===== src/hdl/tpb_pkg.sv =====
// ----------------------------------------------------------------------------
// tpb_pkg
// Shared types, codes and colour matching for the tolerant palette builder.
// ----------------------------------------------------------------------------
package tpb_pkg;

   localparam int COLOR_W   = 24;
   localparam int INDEX_W   = 8;
   localparam int USED_W    = 9;
   localparam int ADDR_W    = 9;
   localparam int MODE_W    = 2;
   localparam int PRESET_COUNT = 4;

   localparam logic [MODE_W-1:0] MODE_MAP   = 2'd0;
   localparam logic [MODE_W-1:0] MODE_READ  = 2'd1;
   localparam logic [MODE_W-1:0] MODE_CLEAR = 2'd2;

   localparam logic [COLOR_W-1:0] PRESET_COLOR [PRESET_COUNT] = '{
      24'hC0C0C0, 24'hFFFFFF, 24'h808080, 24'h000000
   };

   typedef enum logic [2:0] {
      KIND_NONE,
      KIND_HIT,
      KIND_ADD,
      KIND_FULL,
      KIND_READ
   } out_kind_type;

   typedef struct packed {
      logic         load;
      logic         load_entry;
      logic         clear;
      logic         issue;
      logic         append;
      logic         out_load;
      out_kind_type kind;
   } cmd_type;

   typedef struct packed {
      logic rd_valid;
      logic hit;
      logic last;
      logic room;
      logic more;
   } status_type;

   function automatic logic channel_close(input logic [7:0] a, input logic [7:0] b);
      logic [7:0] a_up;
      logic [7:0] b_up;
      a_up = a + 8'd1;
      b_up = b + 8'd1;
      if (a == b) begin
         return 1'b1;
      end
      if ((a == 8'hFF) || (b == 8'hFF)) begin
         return 1'b0;
      end
      return (a_up & 8'hFE) == (b_up & 8'hFE);
   endfunction

   function automatic logic color_close(input logic [COLOR_W-1:0] x,
                                        input logic [COLOR_W-1:0] y);
      return channel_close(x[23:16], y[23:16]) &&
             channel_close(x[15:8],  y[15:8])  &&
             channel_close(x[7:0],   y[7:0]);
   endfunction

endpackage


===== src/hdl/tpb_controller.sv =====
// ----------------------------------------------------------------------------
// tpb_controller
// Sequencer for request intake, palette scan, entry read and response hand-off.
// ----------------------------------------------------------------------------
module tpb_controller (
   input  logic                         clock,
   input  logic                         reset,
   input  logic                         req_valid,
   input  logic [tpb_pkg::MODE_W-1:0]   req_mode,
   output logic                         req_ready,
   output logic                         rsp_valid,
   input  logic                         rsp_ready,
   input  tpb_pkg::status_type          status,
   output tpb_pkg::cmd_type             cmd
);

   typedef enum logic [3:0] {
      ST_IDLE    = 4'b0001,
      ST_SCAN    = 4'b0010,
      ST_READ    = 4'b0100,
      ST_RESPOND = 4'b1000
   } state_type;

   state_type               state_ff, state_in;
   tpb_pkg::out_kind_type   kind_ff,  kind_in;
   logic                    out_valid_ff, out_valid_in;
   logic                    slot_free;

   assign slot_free = !out_valid_ff || rsp_ready;
   assign req_ready = (state_ff == ST_IDLE);
   assign rsp_valid = out_valid_ff;

   always_comb begin
      state_in        = state_ff;
      kind_in         = kind_ff;
      cmd             = '0;
      cmd.kind        = kind_ff;
      unique case (state_ff)
         ST_IDLE: begin
            if (req_valid) begin
               cmd.load       = 1'b1;
               cmd.load_entry = (req_mode == tpb_pkg::MODE_READ);
               cmd.clear      = (req_mode == tpb_pkg::MODE_CLEAR);
               kind_in        = tpb_pkg::KIND_NONE;
               if (req_mode == tpb_pkg::MODE_MAP) begin
                  state_in = ST_SCAN;
               end else if (req_mode == tpb_pkg::MODE_READ) begin
                  state_in = ST_READ;
               end else begin
                  state_in = ST_RESPOND;
               end
            end
         end
         ST_SCAN: begin
            // Compare the entry fetched last cycle; stop fetching on a hit.
            priority if (status.hit) begin
               kind_in  = tpb_pkg::KIND_HIT;
               state_in = ST_RESPOND;
            end else if (status.rd_valid && status.last) begin
               kind_in  = status.room ? tpb_pkg::KIND_ADD : tpb_pkg::KIND_FULL;
               state_in = ST_RESPOND;
            end else begin
               cmd.issue = status.more;
            end
         end
         ST_READ: begin
            cmd.issue = 1'b1;
            kind_in   = tpb_pkg::KIND_READ;
            state_in  = ST_RESPOND;
         end
         ST_RESPOND: begin
            if (slot_free) begin
               cmd.out_load = 1'b1;
               cmd.append   = (kind_ff == tpb_pkg::KIND_ADD);
               state_in     = ST_IDLE;
            end
         end
         default: begin
            state_in = ST_IDLE;
         end
      endcase
   end

   assign out_valid_in = cmd.out_load || (out_valid_ff && !rsp_ready);

   always_ff @(posedge clock) begin
      if (reset) begin
         state_ff     <= ST_IDLE;
         kind_ff      <= tpb_pkg::KIND_NONE;
         out_valid_ff <= 1'b0;
      end else begin
         state_ff     <= state_in;
         kind_ff      <= kind_in;
         out_valid_ff <= out_valid_in;
      end
   end

endmodule


===== config.mk =====
export PLATFORM = sky130hd
export DESIGN_NAME = tpb_controller
export DESIGN_NICKNAME = d
export VERILOG_FILES = /design/src/hdl/tpb_pkg.sv /design/src/hdl/tpb_controller.sv
export SDC_FILE = /design/constraint.sdc
export NUM_CORES = 1
export LEC_CHECK = 0
export BUFFER_PORTS_ARGS = -buffer_cell sky130_fd_sc_hd__buf_4
export CAP_MARGIN = 15
export CORE_AREA = 2 2 43 45
export CTS_BUF_LIST = sky130_fd_sc_hd__clkbuf_4
export CTS_CLUSTER_DIAMETER = 60
export CTS_CLUSTER_SIZE = 16
export DETAILED_ROUTE_END_ITERATION = 7
export DIE_AREA = 0 0 45 47
export GPL_TIMING_DRIVEN = 0
export SLEW_MARGIN = 0
export SYNTH_ARGS = -nofsm -noshare
export SYNTH_HDL_FRONTEND = slang
export SYNTH_SLANG_ARGS = --single-unit
export TNS_END_PERCENT = 20

===== constraint.sdc =====
create_clock -name clock -period 1.8 [get_ports clock]
set_clock_uncertainty 0.05 [all_clocks]
set_input_delay 0.36 -clock clock [delete_from_list [all_inputs] [get_ports clock]]
set_output_delay 0.36 -clock clock [all_outputs]
set_load 0.01 [all_outputs]

## Word-level counts from Yosys, hierarchy flattened

Cells that the tools add are included.

| operators by class | value |
|---|---|
| muxes and demuxes | 19 |
| reduce and logical (&&, ||, !) cells | 10 |
| equality and inequality tests | 10 |

Operator list:

| operator | number |
|---|---|
| 4-bit 2-to-1 mux | 6 |
| 4-bit case mux with 4 select lines | 1 |
| 3-bit 2-to-1 mux | 5 |
| 3-bit case mux with 3 select lines | 1 |
| 3-bit AND reduction | 2 |
| 4-bit by 1-bit == test with 1-bit output (second input constant) | 1 |
| 4-bit by 2-bit == test with 1-bit output (second input constant) | 1 |
| 4-bit by 3-bit == test with 1-bit output (second input constant) | 1 |
| 4-bit == test (second input constant) | 1 |
| 2-bit 2-to-1 mux | 2 |
| 2-bit inequality test (second input constant) | 2 |
| 3-bit by 2-bit == test with 1-bit output (second input constant) | 1 |
| 1-bit 2-to-1 mux | 3 |
| 3-bit inequality test (second input constant) | 1 |
| 3-bit nonzero test | 1 |
| 2-bit by 1-bit == test with 1-bit output (second input constant) | 1 |
| 2-bit == test (second input constant) | 1 |
| 1-bit logical AND | 2 |
| 1-bit zero test | 2 |
| 2-bit zero test | 1 |
| 1-bit logical OR | 2 |
| 1-bit case mux with 2 select lines | 1 |

| storage, ports and cells | value |
|---|---|
| flip-flop bits (word level) | 8 |
| output and inout bits | 11 |
| word-level logic and storage cells | 42 |

## Depth between registers and ports, before layout

| depth | value |
|---|---|
| word-level depth | 5 |
| depth in mapped cells | 6 |
| depth with buffers taken out | 6 |

## Worst setup path before layout

No wires, ideal clock.

| timing | value |
|---|---|
| kind | reg2out |
| start point | register state_ff[2] |
| end point | output cmd[7] in the netlist's numbering |
| slack | -108 ps |
| path buffers | 1 |
| data arrival time | 1,498 ps |
| stages on the path, launching flop included | 6 |
| cells stage by stage | dfxtp_1 -> buf_2 -> or4_4 -> clkinv_2 -> nand2_2 -> nor3b_1 |

RTL lines:

| element | RTL line | RTL |
|---|---|---|
| from (decl) | tpb_controller.sv:24 | `state_type state_ff, state_in;` |
| from (signal assigned) | tpb_controller.sv:92 | `state_ff <= state_in;` |
| to (decl) | tpb_controller.sv:14 | `output tpb_pkg::cmd_type cmd` |

==> summary.log <==
qor: detailed_routing.vias 521
qor: grt.global_route.usage.met3 7.31%
qor: yosys.post_synth.cell_area_avg 8.08 µm²
qor: critical_path.crit_path_start_kind flip-flop
qor: critical_path.path_delay_family simple AND/OR/NAND/NOR gates
qor: grt.grt_start_max_net_pins 11
qor: sta.fin_crit 2040 ps
qor: finish.finish.instance_area 727 µm²
qor: grt.grt_use_met1 16.2%
qor: yosys.synth-async-reset-ratio 0%
qor: critical_path.crit_path_end_kind primary output
qor: floorplanning.dieArea 2120 µm²
qor: placement.detailedPlacementHpwl 904 µm
qor: grt.global_route.peak_usage_layer met2
qor: power.cellPowerDensity 675 nW/µm²
qor: detailed_routing.first_pass_iters 4
qor: yosys.post_synth_most_frequent_cells dfxtp_1 (8), nor2_1 (6), a21oi_1 (5), nor3b_1 (4)
qor: finish.fill_cells 176
qor: critical_path.timing.setup.critical_path_class reg -> out
qor: floorplanning.die_h 47 µm
qor: placement.cell_area_placed 658 µm²
qor: job.cap_violations 0
qor: cts.cts-hold-fix-buffers 0
qor: finish.final_layout_size_suffix_gt1_share 50.6%
qor: cts.number_of_levels_in_the_clock_h_tree 1
qor: cts.cts_tree yes
qor: worst_hold_path.hold_class in -> reg
qor: detailed_routing.wl 1.22 mm
qor: sta.tightestPinTransition 519 ps
qor: detailed_routing.detail_route.vias_per_cell 5.32
qor: critical_path.max_stage_delay 560 ps
qor: cts.clk_root_buffer_cell clkbuf_4
qor: finish.layoutNonFillerInstCount 98
qor: floorplanning.io-pin-count 22
qor: finish.syn2layout_area_growth 52.5%
qor: sta.max-slew-margin-rel 65.0%
qor: yosys.syn-instance-count 59
qor: yosys.post_synth_num_cell_types 34
qor: placement.port_buffers 20
qor: placement.post_placement_cell_count 96
qor: placement.place_congestion 0.738
qor: critical_path.worstPathBufferInverterCount 3
qor: detailed_routing.ant_nets 0
qor: grt.met2_track_utilization_from_global_routing 19.1%
qor: power.irDropWorstVdd 382 µV
qor: floorplanning.core-area 1650 µm²
qor: yosys.synthFlopType dfxtp_1
qor: grt.number_of_global_route_vias_before_repair 434
qor: sta.slew_viol_final 0
qor: grt.grt_antenna_before_repair 0
qor: detailed_routing.drc 0
qor: yosys.synth_seq_area_share 33.6%
qor: yosys.yosys_warnings 0
qor: critical_path.required 1390 ps
qor: power.leakagePower 0.321 nW
qor: detailed_routing.post_drt_wl_per_cell 12.5 µm
qor: yosys.post_synth_instance_area 477 µm²
qor: grt.gr-usage-all-layers 12.7%
qor: critical_path.timing.critical_path.fanout_max 4
qor: cts.numCtsBuffers 3
qor: critical_path.critPathArrivalTime 1630 ps
qor: grt.leftover_overflow_at_the_end_of_global_routing 0
qor: outcome.outcome finished, violations left
qor: critical_path.cp_cell_sequence inv_2 -> or4_4 -> clkinv_4 -> nand2_4 -> nor3b_2 -> buf_4
qor: cts.clk_pin_slew 50 ps
qor: sta.hold_violations 0
qor: grt.first_pass_grt_wire_length 1.86 mm
qor: floorplanning.die-width 45 µm
qor: floorplanning.initial_core_util 28.9%
qor: finish.layout.nets 94
qor: finish.antenna-diode-count 0
qor: cts.cts.sinks 8
qor: sta.setup_repair_after_global_routing_missed_its_margin true
qor: sta.layout_worst_path_cycle_share 113%
qor: critical_path.crit_slowest_cell or4_4
qor: sta.timing.setup.tns -580 ps
qor: yosys.synthTopCellsByArea dfxtp_1 (34%), nor3b_1 (6.3%), a21oi_1 (5.2%), nor2_1 (4.7%), and3_1 (2.6%)
qor: floorplanning.num_rows 15
qor: cts.cts_max_path_buffers 2
qor: outcome.violated_checks negative setup slack
qor: yosys.ys_seq_elements 8
qor: sta.worst_slack -238 ps
qor: placement.pre_cts_ws -126 ps
qor: yosys.post-synth-top-count-cell dfxtp_1
qor: sta.finalSetupViolCount 5
qor: yosys.synth_area_leader_cell dfxtp_1
qor: sta.timing.fmax 491 MHz
qor: detailed_routing.drt_first_iter_violations 10
qor: yosys.net_count_after_synthesis 70
qor: yosys.synth_largest_type_area_fraction 33.6%
qor: finish.final_core_utilization 44.0%
qor: yosys.synth_enable_flop_cells 0
qor: cts.clock_insertion_delay_worst_skew 260 ps
tightest hold or removal path: stages:
cell and delay, ps:
buf_4 120, nand2_1 50, a2111oi_1 70
timing repair:
action	in CTS	in global routing
pin swaps	4	0
setup buffers	2	0
resized for setup	10	5
setup endpoints to repair	6	6
cell usage in the layout (no fill, tap or decap), types with 2 or more instances in the layout:
cell type,synthesis,routed
a21oi_1,5,5
buf_4,0,21
clkbuf_4,0,3
dfxtp_1,8,4
dfxtp_2,0,2
dfxtp_4,0,2
inv_1,2,2
nand2_1,2,2
nor2_1,6,5
nor3b_1,4,2
nor3b_2,0,2
final timing paths:
check,start,end,slack [ps],depth (start not counted)
worst min-delay path,req_mode[1],state_ff[3],350,3
worst min register to register,kind_ff[0],kind_ff[0],450,2
worst max register to register,state_ff[0],state_ff[3],90,6
worst max-delay path,state_ff[0],cmd[7],-240,6
cell families after synthesis:
logic type	Yosys count	share of synthesized area (%)
simple gates	26	33.3
buf+inv	8	6.82
compound gates	17	26.2
flops	8	33.6
layout make-up:
cell class	count	area, µm²	share of cell area, %
multi-input combinational	43	320	44.1
sequential	8	170	23.4
timing repair buffer	22	169	23.2
clock buffer	3	22.5	3.10
tap	17	21.3	2.93
inverter	4	20.0	2.75
buffer	1	3.75	0.516
power by group:
part | leakage [nW] | switching, W | internal [W]
Sequential | 0.0667 | 0.0000127 | 0.000186
Clock | 0.0138 | 0.0000667 | 0.0000767
Combinational | 0.241 | 0.0000698 | 0.0000786
Total | 0.321 | 0.000149 | 0.000342
per-stage QoR:
stage	hold WS [ps]	power, W
2_1_floorplan	451	0.000274
3_3_place_gp	425	0.000324
3_5_place_dp	433	0.000325
4_1_cts	345	0.000497
5_1_grt	341	0.000523
6_report	345	0.000491
routing by layer:
| layer | wire length [µm] | vias to the layer above |
|---|---|---|
| met3 | 123 | 0 |
| met2 | 571 | 22 |
| li1 | - | 261 |
| met5 | 0 | - |
| met1 | 527 | 238 |
| met4 | 0 | 0 |
sequential cells by signal, indices dropped and copies added, names as in the netlist:
signal / cells
kind_ff: 3
rsp_valid: 1
state_ff: 4
Note: power is estimated with default switching activity, not from simulation.
